--- src/rtl/md5_byte_stream_hasher_macros.svh ---
// Assertion helpers for the MD5 hasher.
`ifndef MD5_BYTE_STREAM_HASHER_MACROS_SVH
`define MD5_BYTE_STREAM_HASHER_MACROS_SVH

// Same-cycle implication, sampled on the rising clock edge, off while in reset.
`define MD5_ASSERT_NOW(label, ante, cons, msg) \
  label: assert property (@(posedge clk) disable iff (rst) (ante) |-> (cons)) \
    else $error(msg);

// Next-cycle implication, sampled on the rising clock edge, off while in reset.
`define MD5_ASSERT_NEXT(label, ante, cons, msg) \
  label: assert property (@(posedge clk) disable iff (rst) (ante) |=> (cons)) \
    else $error(msg);

`endif

--- src/rtl/md5h_pkg.sv ---
package md5h_pkg;

  localparam logic [31:0] INIT_A = 32'h67452301;
  localparam logic [31:0] INIT_B = 32'hefcdab89;
  localparam logic [31:0] INIT_C = 32'h98badcfe;
  localparam logic [31:0] INIT_D = 32'h10325476;

  localparam logic [7:0] PAD_MARK_BYTE = 8'h80;
  localparam logic [5:0] LEN_OFFSET    = 6'd56;
  localparam logic [5:0] LAST_SLOT     = 6'd63;
  localparam logic [5:0] LAST_STEP     = 6'd63;
  localparam logic [1:0] LAST_WORD_IDX = 2'd3;

  localparam logic [31:0] STEP_K [64] = '{
    32'hd76aa478, 32'he8c7b756, 32'h242070db, 32'hc1bdceee,
    32'hf57c0faf, 32'h4787c62a, 32'ha8304613, 32'hfd469501,
    32'h698098d8, 32'h8b44f7af, 32'hffff5bb1, 32'h895cd7be,
    32'h6b901122, 32'hfd987193, 32'ha679438e, 32'h49b40821,
    32'hf61e2562, 32'hc040b340, 32'h265e5a51, 32'he9b6c7aa,
    32'hd62f105d, 32'h02441453, 32'hd8a1e681, 32'he7d3fbc8,
    32'h21e1cde6, 32'hc33707d6, 32'hf4d50d87, 32'h455a14ed,
    32'ha9e3e905, 32'hfcefa3f8, 32'h676f02d9, 32'h8d2a4c8a,
    32'hfffa3942, 32'h8771f681, 32'h6d9d6122, 32'hfde5380c,
    32'ha4beea44, 32'h4bdecfa9, 32'hf6bb4b60, 32'hbebfbc70,
    32'h289b7ec6, 32'heaa127fa, 32'hd4ef3085, 32'h04881d05,
    32'hd9d4d039, 32'he6db99e5, 32'h1fa27cf8, 32'hc4ac5665,
    32'hf4292244, 32'h432aff97, 32'hab9423a7, 32'hfc93a039,
    32'h655b59c3, 32'h8f0ccc92, 32'hffeff47d, 32'h85845dd1,
    32'h6fa87e4f, 32'hfe2ce6e0, 32'ha3014314, 32'h4e0811a1,
    32'hf7537e82, 32'hbd3af235, 32'h2ad7d2bb, 32'heb86d391
  };

  typedef enum logic [2:0] {
    ST_IDLE,
    ST_LOAD,
    ST_RUN,
    ST_FOLD,
    ST_MARK,
    ST_ZERO,
    ST_LEN,
    ST_OUT
  } md5_state_t;

  function automatic logic [4:0] rot_amount(input logic [5:0] step);
    logic [4:0] s;
    case ({step[5:4], step[1:0]})
      4'd0:    s = 5'd7;
      4'd1:    s = 5'd12;
      4'd2:    s = 5'd17;
      4'd3:    s = 5'd22;
      4'd4:    s = 5'd5;
      4'd5:    s = 5'd9;
      4'd6:    s = 5'd14;
      4'd7:    s = 5'd20;
      4'd8:    s = 5'd4;
      4'd9:    s = 5'd11;
      4'd10:   s = 5'd16;
      4'd11:   s = 5'd23;
      4'd12:   s = 5'd6;
      4'd13:   s = 5'd10;
      4'd14:   s = 5'd15;
      default: s = 5'd21;
    endcase
    return s;
  endfunction

  // Word of the block consumed at a given step.
  function automatic logic [3:0] msg_index(input logic [5:0] step);
    logic [3:0] lo;
    logic [3:0] g;
    lo = step[3:0];
    case (step[5:4])
      2'd0:    g = lo;
      2'd1:    g = 4'(lo * 4'd5 + 4'd1);
      2'd2:    g = 4'(lo * 4'd3 + 4'd5);
      default: g = 4'(lo * 4'd7);
    endcase
    return g;
  endfunction

  function automatic logic [31:0] rotl32(input logic [31:0] v, input logic [4:0] s);
    logic [63:0] t;
    t = {v, v} << s;
    return t[63:32];
  endfunction

endpackage

--- src/rtl/md5_byte_stream_hasher.sv ---
// A byte request is taken while idle; a byte that fills the 64-byte block starts a compression
// (load, 64 rounds on the shared round unit, chain update) that ends before the next request.
// End of message: pad and length bytes go in one per cycle, paused while a full block is
// compressed, with one slot at offset 56 that writes nothing; a compression runs for each of the
// one or two closing blocks, then four digest words follow, one per cycle while m_tready is high.
// Reset (rst, synchronous, active high) restores the chaining words, clears the bit count.
`include "md5_byte_stream_hasher_macros.svh"

module md5_byte_stream_hasher (
  input  logic        clk,
  input  logic        rst,
  input  logic        s_tvalid,
  output logic        s_tready,
  input  logic [7:0]  s_tdata,   // [7:0] data_byte
  input  logic [0:0]  s_tuser,   // [0] byte_valid
  input  logic        s_tlast,
  output logic        m_tvalid,
  input  logic        m_tready,
  output logic [31:0] m_tdata,   // [31:0] digest_word
  output logic [1:0]  m_tuser,   // [1:0] word_index
  output logic        m_tlast
);
  import md5h_pkg::*;

  md5_state_t  state, state_next;
  md5_state_t  ret_state, ret_next;

  logic [31:0] chain [4];
  logic [63:0] bit_count;
  logic [5:0]  fill;
  logic [5:0]  rnd;
  logic [1:0]  out_idx;
  logic [31:0] a, b, c, d;

  logic [31:0] buf_mem [16];
  logic [31:0] mem_q;

  logic        in_acc, out_acc;
  logic        wr_en;
  logic [7:0]  wr_byte;
  logic        byte_in;
  logic [3:0]  raddr;
  logic [5:0]  rd_step;
  logic [31:0] f_val, sum, b_new;

  assign in_acc  = s_tvalid && s_tready;
  assign out_acc = m_tvalid && m_tready;

  // Next state
  always_comb begin
    state_next = state;
    ret_next   = ret_state;
    case (state)
      ST_IDLE: begin
        if (in_acc) begin
          if (s_tuser[0] && fill == LAST_SLOT) begin
            state_next = ST_LOAD;
            ret_next   = s_tlast ? ST_MARK : ST_IDLE;
          end else if (s_tlast) begin
            state_next = ST_MARK;
          end
        end
      end
      ST_LOAD: state_next = ST_RUN;
      ST_RUN:  if (rnd == LAST_STEP) state_next = ST_FOLD;
      ST_FOLD: state_next = ret_state;
      ST_MARK: begin
        if (fill == LAST_SLOT) begin
          state_next = ST_LOAD;
          ret_next   = ST_ZERO;
        end else begin
          state_next = ST_ZERO;
        end
      end
      ST_ZERO: begin
        if (fill == LEN_OFFSET) begin
          state_next = ST_LEN;
        end else if (fill == LAST_SLOT) begin
          state_next = ST_LOAD;
          ret_next   = ST_ZERO;
        end
      end
      ST_LEN: begin
        if (fill == LAST_SLOT) begin
          state_next = ST_LOAD;
          ret_next   = ST_OUT;
        end
      end
      ST_OUT:  if (out_acc && out_idx == LAST_WORD_IDX) state_next = ST_IDLE;
      default: state_next = ST_IDLE;
    endcase
  end

  // Control outputs
  always_comb begin
    wr_en   = 1'b0;
    wr_byte = s_tdata;
    byte_in = 1'b0;
    rd_step = '0;
    case (state)
      ST_IDLE: begin
        wr_en   = in_acc && s_tuser[0];
        byte_in = wr_en;
      end
      ST_RUN:  rd_step = 6'(rnd + 6'd1);
      ST_MARK: begin
        wr_en   = 1'b1;
        wr_byte = PAD_MARK_BYTE;
      end
      ST_ZERO: begin
        wr_en   = (fill != LEN_OFFSET);
        wr_byte = '0;
      end
      ST_LEN: begin
        wr_en   = 1'b1;
        wr_byte = bit_count[{fill[2:0], 3'b000} +: 8];
      end
      default: ;
    endcase
    raddr = msg_index(rd_step);
  end

  assign s_tready = (state == ST_IDLE);
  assign m_tvalid = (state == ST_OUT);
  assign m_tdata  = chain[out_idx];
  assign m_tuser  = out_idx;
  assign m_tlast  = (out_idx == LAST_WORD_IDX);

  // Round unit
  always_comb begin
    case (rnd[5:4])
      2'd0:    f_val = d ^ (b & (c ^ d));
      2'd1:    f_val = c ^ (d & (b ^ c));
      2'd2:    f_val = b ^ c ^ d;
      default: f_val = c ^ (b | ~d);
    endcase
    sum   = a + f_val + STEP_K[rnd] + mem_q;
    b_new = b + rotl32(sum, rot_amount(rnd));
  end

  // Block buffer, byte-lane writes, registered word read
  always_ff @(posedge clk) begin
    if (wr_en) begin
      buf_mem[fill[5:2]][{fill[1:0], 3'b000} +: 8] <= wr_byte;
    end
    mem_q <= buf_mem[raddr];
  end

  always_ff @(posedge clk) begin
    if (rst) begin
      state     <= ST_IDLE;
      ret_state <= ST_IDLE;
      chain[0]  <= INIT_A;
      chain[1]  <= INIT_B;
      chain[2]  <= INIT_C;
      chain[3]  <= INIT_D;
      bit_count <= '0;
      fill      <= '0;
      rnd       <= '0;
      out_idx   <= '0;
    end else begin
      state     <= state_next;
      ret_state <= ret_next;
      if (wr_en) fill <= 6'(fill + 6'd1);
      if (byte_in) bit_count <= bit_count + 64'd8;
      case (state)
        ST_LOAD: begin
          rnd <= '0;
        end
        ST_RUN: begin
          rnd <= 6'(rnd + 6'd1);
        end
        ST_FOLD: begin
          chain[0] <= chain[0] + a;
          chain[1] <= chain[1] + b;
          chain[2] <= chain[2] + c;
          chain[3] <= chain[3] + d;
        end
        ST_OUT: begin
          if (out_acc) begin
            out_idx <= 2'(out_idx + 2'd1);
            // restart for the next message after word D
            if (out_idx == LAST_WORD_IDX) begin
              chain[0]  <= INIT_A;
              chain[1]  <= INIT_B;
              chain[2]  <= INIT_C;
              chain[3]  <= INIT_D;
              bit_count <= '0;
              fill      <= '0;
            end
          end
        end
        default: ;
      endcase
    end
  end

  // Working registers
  always_ff @(posedge clk) begin
    if (state == ST_LOAD) begin
      a <= chain[0];
      b <= chain[1];
      c <= chain[2];
      d <= chain[3];
    end else if (state == ST_RUN) begin
      a <= d;
      d <= c;
      c <= b;
      b <= b_new;
    end
  end

  `MD5_ASSERT_NOW(a_no_overlap, m_tvalid, !s_tready, "request taken while digest pending")
  `MD5_ASSERT_NOW(a_fill_sync, state == ST_IDLE, fill == bit_count[8:3],
                  "buffer fill out of step with bit count")
  `MD5_ASSERT_NOW(a_len_slot, state == ST_LEN, fill[5:3] == 3'b111,
                  "length bytes outside the block tail")
  `MD5_ASSERT_NEXT(a_run_end, state == ST_RUN && rnd == LAST_STEP, state == ST_FOLD,
                   "compression did not end after the last step")
  `MD5_ASSERT_NEXT(a_restart, out_acc && m_tlast, bit_count == '0 && fill == '0,
                   "no restart after the last digest word")

endmodule
--- config.mk ---
export PLATFORM = sky130hd
export DESIGN_NAME = md5_byte_stream_hasher
export DESIGN_NICKNAME = d
export VERILOG_FILES = /design/src/rtl/md5h_pkg.sv /design/src/rtl/md5_byte_stream_hasher.sv
export VERILOG_INCLUDE_DIRS = /design/src /design/src/rtl
export SDC_FILE = /design/constraint.sdc
export NUM_CORES = 2
export LEC_CHECK = 0
export BUFFER_PORTS_ARGS = -buffer_cell sky130_fd_sc_hd__buf_2
export CORE_MARGIN = 5
export CORE_UTILIZATION = 40
export CTS_BUF_LIST = sky130_fd_sc_hd__clkbuf_8
export CTS_CLUSTER_DIAMETER = 150
export DETAILED_ROUTE_END_ITERATION = 7
export GPL_TIMING_DRIVEN = 0
export SLEW_MARGIN = 20
export SYNTH_ARGS = -nofsm -noshare
export SYNTH_HDL_FRONTEND = slang
export SYNTH_SLANG_ARGS = --single-unit
--- constraint.sdc ---
create_clock -name clk -period 11.3 [get_ports clk]
set_input_delay 2.26 -clock clk [delete_from_list [all_inputs] [get_ports clk]]
set_output_delay 2.26 -clock clk [all_outputs]
set_load 0.005 [all_outputs]
-- Word level (Yosys, flattened, before mapping)
Memories as Yosys holds them, arrays and structs flattened. A register that Yosys moved wholly into a read port is not among the register bits.
Cells that the tools add are included.
- bits in latches: 0
- input bits: 14
- logic and storage cells: 158
- memories kept: 4
- RAM bits: 640
- bits in read-only memories: 2128
- flip-flop bits (word level): 212
- memories (memory ; depth ; bits a word ; rd ports ; clocked after memory_dff ; wr ports ; RTL line ; text):
    (no name shown) ; 64 ; 32 ; 1 ; 0 ; 0 ; md5_byte_stream_hasher.sv:137 ; sum = a + f_val + STEP_K[rnd] + mem_q;
    buf_mem ; 16 ; 32 ; 1 ; 1 ; 1 ; md5_byte_stream_hasher.sv:35 ; logic [31:0] buf_mem [16];
    chain ; 4 ; 32 ; 5 ; 1 ; 4 ; md5_byte_stream_hasher.sv:28 ; logic [31:0] chain [4];
    (no name shown) ; 16 ; 5 ; 1 ; 1 ; 0 ; md5h_pkg.sv:46 ; case ({step[5:4], step[1:0]})
- reduce and logical (&&, ||, !) cells: 14
- bitwise gates (word level): 19
- muxes and demuxes: 65
- shifts and indexed selects: 4
- $mul: 3
- div/mod/pow operators: 0
- $lt $le $gt $ge: 1
- add/subtract/negate cells: 15
- equal/unequal tests: 23
- operators by type and width (operator ; number):
    $mux 32 ; 19
    $add 32x32->32 ; 8
    $mux 64 ; 4
    $xor 32x32->32 ; 6
    $pmux 32 s3 ; 1
    $add 64x4->64 const B ; 1
    $and 32x32->32 ; 2
    $shiftx 64x7->8 ; 1
    $shl 64x5->64 ; 1
    $mux 3 ; 14
    $not 32->32 ; 1
    $or 32x32->32 ; 1
    $shift 8x7->32 const A ; 1
    $shiftx 8x7->32 ; 1
    $mux 6 ; 5
    $pmux 3 s8 ; 1
    $pmux 8 s3 ; 1
    $eq 6x6->1 const B ; 3
    $add 6x1->6 const B ; 2
    $eq 3x3->1 const B ; 4
    $mux 1 ; 12
    $pmux 3 s4 ; 1
    $pmux 4 s3 ; 1
    $pmux 6 s2 ; 1
    29 further kinds ; 52

-- Depth between registers and ports, before layout
- depth after elaboration: 11
- depth in mapped cells: 41

-- Worst setup path after synthesis
OpenSTA, ideal clock, no wires.
- path kind: register -> register
- from: reg rnd[2]
- to: reg b[31] (data pin)
- stages on the path, launching flop included: 37
- setup slack: 2.202 ns
- arrival: 8.838 ns
- required time: 11.040 ns
- clock period less this slack: 9.098 ns
- path buffers: 2
- cell sequence: dfxtp_1 > clkbuf_1 > clkinv_1 > buf_1 > ha_1 > a2111oi_0 > a211oi_1 > a21oi_1 > fa_1 > inv_1 > ha_1 > inv_1 > fa_1 > nand2b_1 > a21o_1 > a211oi_4 > a21oi_2 > o31a_4 > a41o_1 > or2_2 > mux4_1 > nand2_1 > o21ai_0 > mux4_2 > ha_1 > a211oi_1 > o21ai_0 > a41o_1 > o31a_1 > nand4_1 > a31oi_1 > nand3_1 > a31oi_1 > a21o_1 > a21oi_1 > xnor3_1 > mux2_2
- longest elaborated chain between the ends: 10
- RTL lines (item ; RTL line ; text):
    start, declared ; md5_byte_stream_hasher.sv:31 ; logic [5:0] rnd;
    start signal, assigned ; md5_byte_stream_hasher.sv:171 ; rnd <= 6'(rnd + 6'd1);
    $not 6->7 (not written as such) ; md5_byte_stream_hasher.sv:137 ;
    $mem_v2 64x32 ; n/a ;
    $mux 32 (not written as such) (2 in a row) ; md5_byte_stream_hasher.sv:137 ;
    $add 32x32->32 (2 in a row) ; md5_byte_stream_hasher.sv:137 ;
    $shl 64x5->64 ; md5h_pkg.sv:83 ; t = {v, v} << s;
    $add 32x32->32 ; md5_byte_stream_hasher.sv:138 ; b_new = b + rotl32(sum, rot_amount(rnd));
    $mux 32 ; md5_byte_stream_hasher.sv:205 ; end else if (state == ST_RUN) begin
    $mux 32 ; md5_byte_stream_hasher.sv:200 ; if (state == ST_LOAD) begin
    end signal, assigned ; md5_byte_stream_hasher.sv:202 ; b <= chain[1];
    end signal, assigned ; md5_byte_stream_hasher.sv:209 ; b <= b_new;
    end, declared ; md5_byte_stream_hasher.sv:33 ; logic [31:0] a, b, c, d;
No other way between the ends. The select of a mux whose other input is x is not followed.
A chain may end at the register's enable or synchronous reset.

-- Worst setup path in the final report
- from: reg rnd[4]
- to: reg b[31] (data pin)
- longest elaborated chain between the ends: 10
- elaborated cells on any way between the ends: 15
- those cells by class: 4 x add/sub; 2 x eq/ne; 1 x shift; 5 x mux; 1 x bitwise; 1 x reduce/logical; 1 x memory
- RTL lines (item ; RTL line):
    parallel branches: the longest is 4 deep, another holds $add 32x32->32 ; n/a
    $add 32x32->32 * (2 in a row) ; md5_byte_stream_hasher.sv:137
    $shl 64x5->64 * ; md5h_pkg.sv:83
    $add 32x32->32 * ; md5_byte_stream_hasher.sv:138
    $mux 32 * ; md5_byte_stream_hasher.sv:205
    $mux 32 * ; md5_byte_stream_hasher.sv:200
Every way passes the cells marked *. The select of a mux whose other input is x is not followed.

==> flow_summary_export.csv <==
group,metric,value,unit
timing,layout_min_cycle_time,10.98,ns
grt,antenna_found_initial,6,
pwr,power_leakage,0.0211,uW
synthesis,synthSimpleGateAreaFrac,0.107,
grt,grt_overflow,0,
placement,place_area,55300,sq um
finish,multi_input_comb_area,26200,sq um
clock_tree,root_buffer,"clkbuf_8",
finish,finalCoreUtilization,0.444,
timing,final_hold_viol_count,0,
timing,drv_slew,0,
placement,gp_congestion,0.979,
worst_setup_path,path_class,"reg -> reg",
detailed_routing,vias,41045,
finish,fillers,12303,
clock_tree,hold_buffers,0,
finish,drive_gt1_frac,0.138,
finish,final_net_count,5263,
detailed_routing,vias_per_cell,6.01,
floorplanning,dieArea,139000,sq um
job,drv_cap,0,
floorplanning,core_area,131000,sq um
synthesis,syn_avg_cell_area,11.2,sq um
synthesis,async_reset_ff_frac,0,
finish,regArea,24800,sq um
clock_tree,numCtsBuffers,157,
clock_tree,cts_tree,"yes",
synthesis,yosys_register_bits,888,
run_status,status,"finished, violations left",
synthesis,synth_area,52800,sq um
synthesis,syn-instance-count,4735,
detailed_routing,wl_per_cell,27.3,um
timing,relSlewSlack,0.150,
timing,fmax,91.1,MHz
clock_tree,htreeDepth,4,
timing,rsz0062_at_grt,"false",
clock_tree,cts_buffer_depth,3,
floorplanning,start_util,0.402,
pwr,power_density,193,nW/um^2
synthesis,synth_nets,5052,
worst_setup_path,arrival,11.63,ns
floorplanning,fp.dieH,373,um
synthesis,synth_seq_area_share,0.470,
grt,grt_max_degree,68,
floorplanning,pin_count,51,
clock_tree,clk_latency,0.92,ns
worst_setup_path,cp-start-kind,"flop",
synthesis,synth_xor_area_frac,0.0432,
timing,finalSetupViolCount,0,
detailed_routing,drt_iter0_markers,4746,
detailed_routing,drtPass1Iterations,8,
worst_setup_path,slowest_stage,"mux4_2",
worst_setup_path,crit_required,11.95,ns
grt,grt_pass1_wl,269,mm
worst_setup_path,max_stage_delay,0.58,ns
worst_setup_path,worst_setup_path_end_kind,"flop",
timing,skew,0.0731,ns
run_status,violations,"DRC",
finish,syn_to_final_growth,10.5,%
detailed_routing,routed_wl,186,mm
detailed_routing,final_antenna_net_count,0,
hold_path,min_path_type,"reg -> reg",
pwr,max-vdd-ir-drop,0.134,mV
grt,grt_usage,0.260,
placement,post-dp-hpwl,139,mm
finish,stdcell_area,58300,sq um
synthesis,synthDistinctLibCells,92,
synthesis,synthFlopType,"edfxtp_1",
synthesis,synth_compound_area_frac,0.136,
clock_tree,cts_sinks,888,
clock_tree,cts_setup_buffers,0,
synthesis,ys_warn_count,0,
clock_tree,clk_pin_slew,0.07,ns
synthesis,synthAdderAreaFrac,0.0822,
timing,fin_crit_sh,0.971,
floorplanning,rows,133,
floorplanning,die_w,373,um
synthesis,muxShareOfSynthArea,0.128,
worst_setup_path,critPathMaxFanout,10,
grt,grt_pass1_vias,39295,
placement,io_buffers,49,
timing,worst_pin_slew,1.27,ns
synthesis,synth_edf_count,704,
detailed_routing,drcViolationCount,1,
synthesis,synth_top_family_by_area,"compound AO/OA/AOI/OAI gates",
worst max-delay path: cells and delay by family, from the launching register on:
kind	cells	cell delay, ns
compound gates	15	3.84
simple gates	6	1.34
buf+inv	7	1.60
xor+xnor	1	0.28
fa+ha+maj	5	1.86
mux	3	1.38
flops	1	0.43
stage by stage:
step	setup WS (ns)	hold slack, ns	setup TNS [ns]	cells	power [uW]
after floorplan	2.20	0.431	0	4735	7070
after global placement	-0.723	0.465	-2.59	6539	8320
after detailed placement	-0.635	0.459	-1.61	6542	8370
after CTS	0.0623	0.448	0	6829	11200
after global routing	0.0247	0.484	0	6830	11900
final	0.325	0.461	0	6830	11300
final cells by class:
cell class,count,share of cell area
Buffer,229,0.0176
Multi-Input combinational cell,3406,0.450
Timing Repair Buffer,53,0.00555
Clock buffer,163,0.0384
Sequential cell,888,0.425
Antenna cell,1,0.0000429
Inverter,211,0.0139
Tap cell,1755,0.0376
Clock inverter,124,0.0115
cell usage after synthesis, drive strengths merged (6+ instances only):
master,count,area [sq um]
a221oi,13,114
o22ai,19,119
or2,40,250
xor2,109,955
nor3,71,360
o221ai,9,78.8
and3,27,175
dfxtp,184,3680
o32ai,6,52.6
nor3b,10,80.1
mux2i,99,991
a21boi,9,67.6
nand4,28,175
nand2,393,1480
clkbuf,173,731
and2,15,93.8
xnor2,149,1310
a21o,87,654
or3,39,244
and4,6,52.6
buf,57,262
inv,206,773
a21oi,361,1810
o21a,26,195
nand3,90,450
nor2,432,1620
fa,72,1440
a211o,8,71.3
o21ai,334,1680
edfxtp,704,21100
a31oi,45,282
mux4,194,4390
o311ai,16,140
o31ai,22,165
ha,231,2890
nor2b,64,400
a31o,6,52.6
o211ai,51,383
nand2b,33,206
a211oi,86,658
o21bai,18,135
mux2,121,1360
power by group:
| part | switching [uW] | internal [uW] | total (uW) | leakage, uW |
|---|---|---|---|---|
| Combinational | 2740 | 1790 | 4530 | 0.0116 |
| Clock | 1460 | 1390 | 2850 | 0.00165 |
| Sequential | 130 | 3760 | 3890 | 0.00781 |
cell usage in the layout, fill, tap and decap left out, drive strengths merged, types with 27 or more instances in the layout:
cell    netlist  final
a211oi       86     86
a21o         87     87
a21oi       361    361
a31oi        45     45
and3         27     27
buf          57    106
clkbuf      173    339
clkinv        5     61
dfxtp       184    184
edfxtp      704    704
fa           72     72
ha          231    231
inv         206    265
mux2        121    121
mux2i        99     99
mux4        194    194
nand2       393    393
nand2b       33     33
nand3        90     90
nand4        28     28
nor2        432    432
nor2b        64     64
nor3         71     71
o211ai       51     51
o21ai       334    334
or2          40     40
or3          39     39
xnor2       149    149
xor2        109    109
registers in the layout, summed over array words and instances (netlist names), named ones only:
name,count
a,32
b,32
bit_count,61
buf_mem,512
c,32
chain,128
d,32
fill,6
m_tuser,2
mem_q,32
ret_state,3
rnd,6
state,3
layer usage:
layer  share of wire  track usage
met3           0.086       0.0545
met1            0.40        0.342
met4           0.056        0.129
met2            0.45        0.409
met5        0.000059            0
final timing paths:
kind / from / end / slack (ns) / cells past startpoint
min reg2reg: ret_state[2] / state[2] / 0.46 / 2
max: rnd[4] / b[31] / 0.32 / 37
max reg2reg: rnd[4] / b[31] / 0.32 / 37
min: ret_state[2] / state[2] / 0.46 / 2
logic make-up after synthesis:
logic type	Yosys count
xor gates and xnor gates	259
and+or+nand+nor	1257
muxes	414
DFF	888
buffers and inverters	441
adders and majority gates	304
AOI/OAI and AO/OA	1172
what timing repair did:
item	4_1_cts	5_1_grt
endpoints found under the hold margin	0	0
gates resized for setup	11	39
setup endpoints to repair	9	7
(Power assumes the default switching activity.)
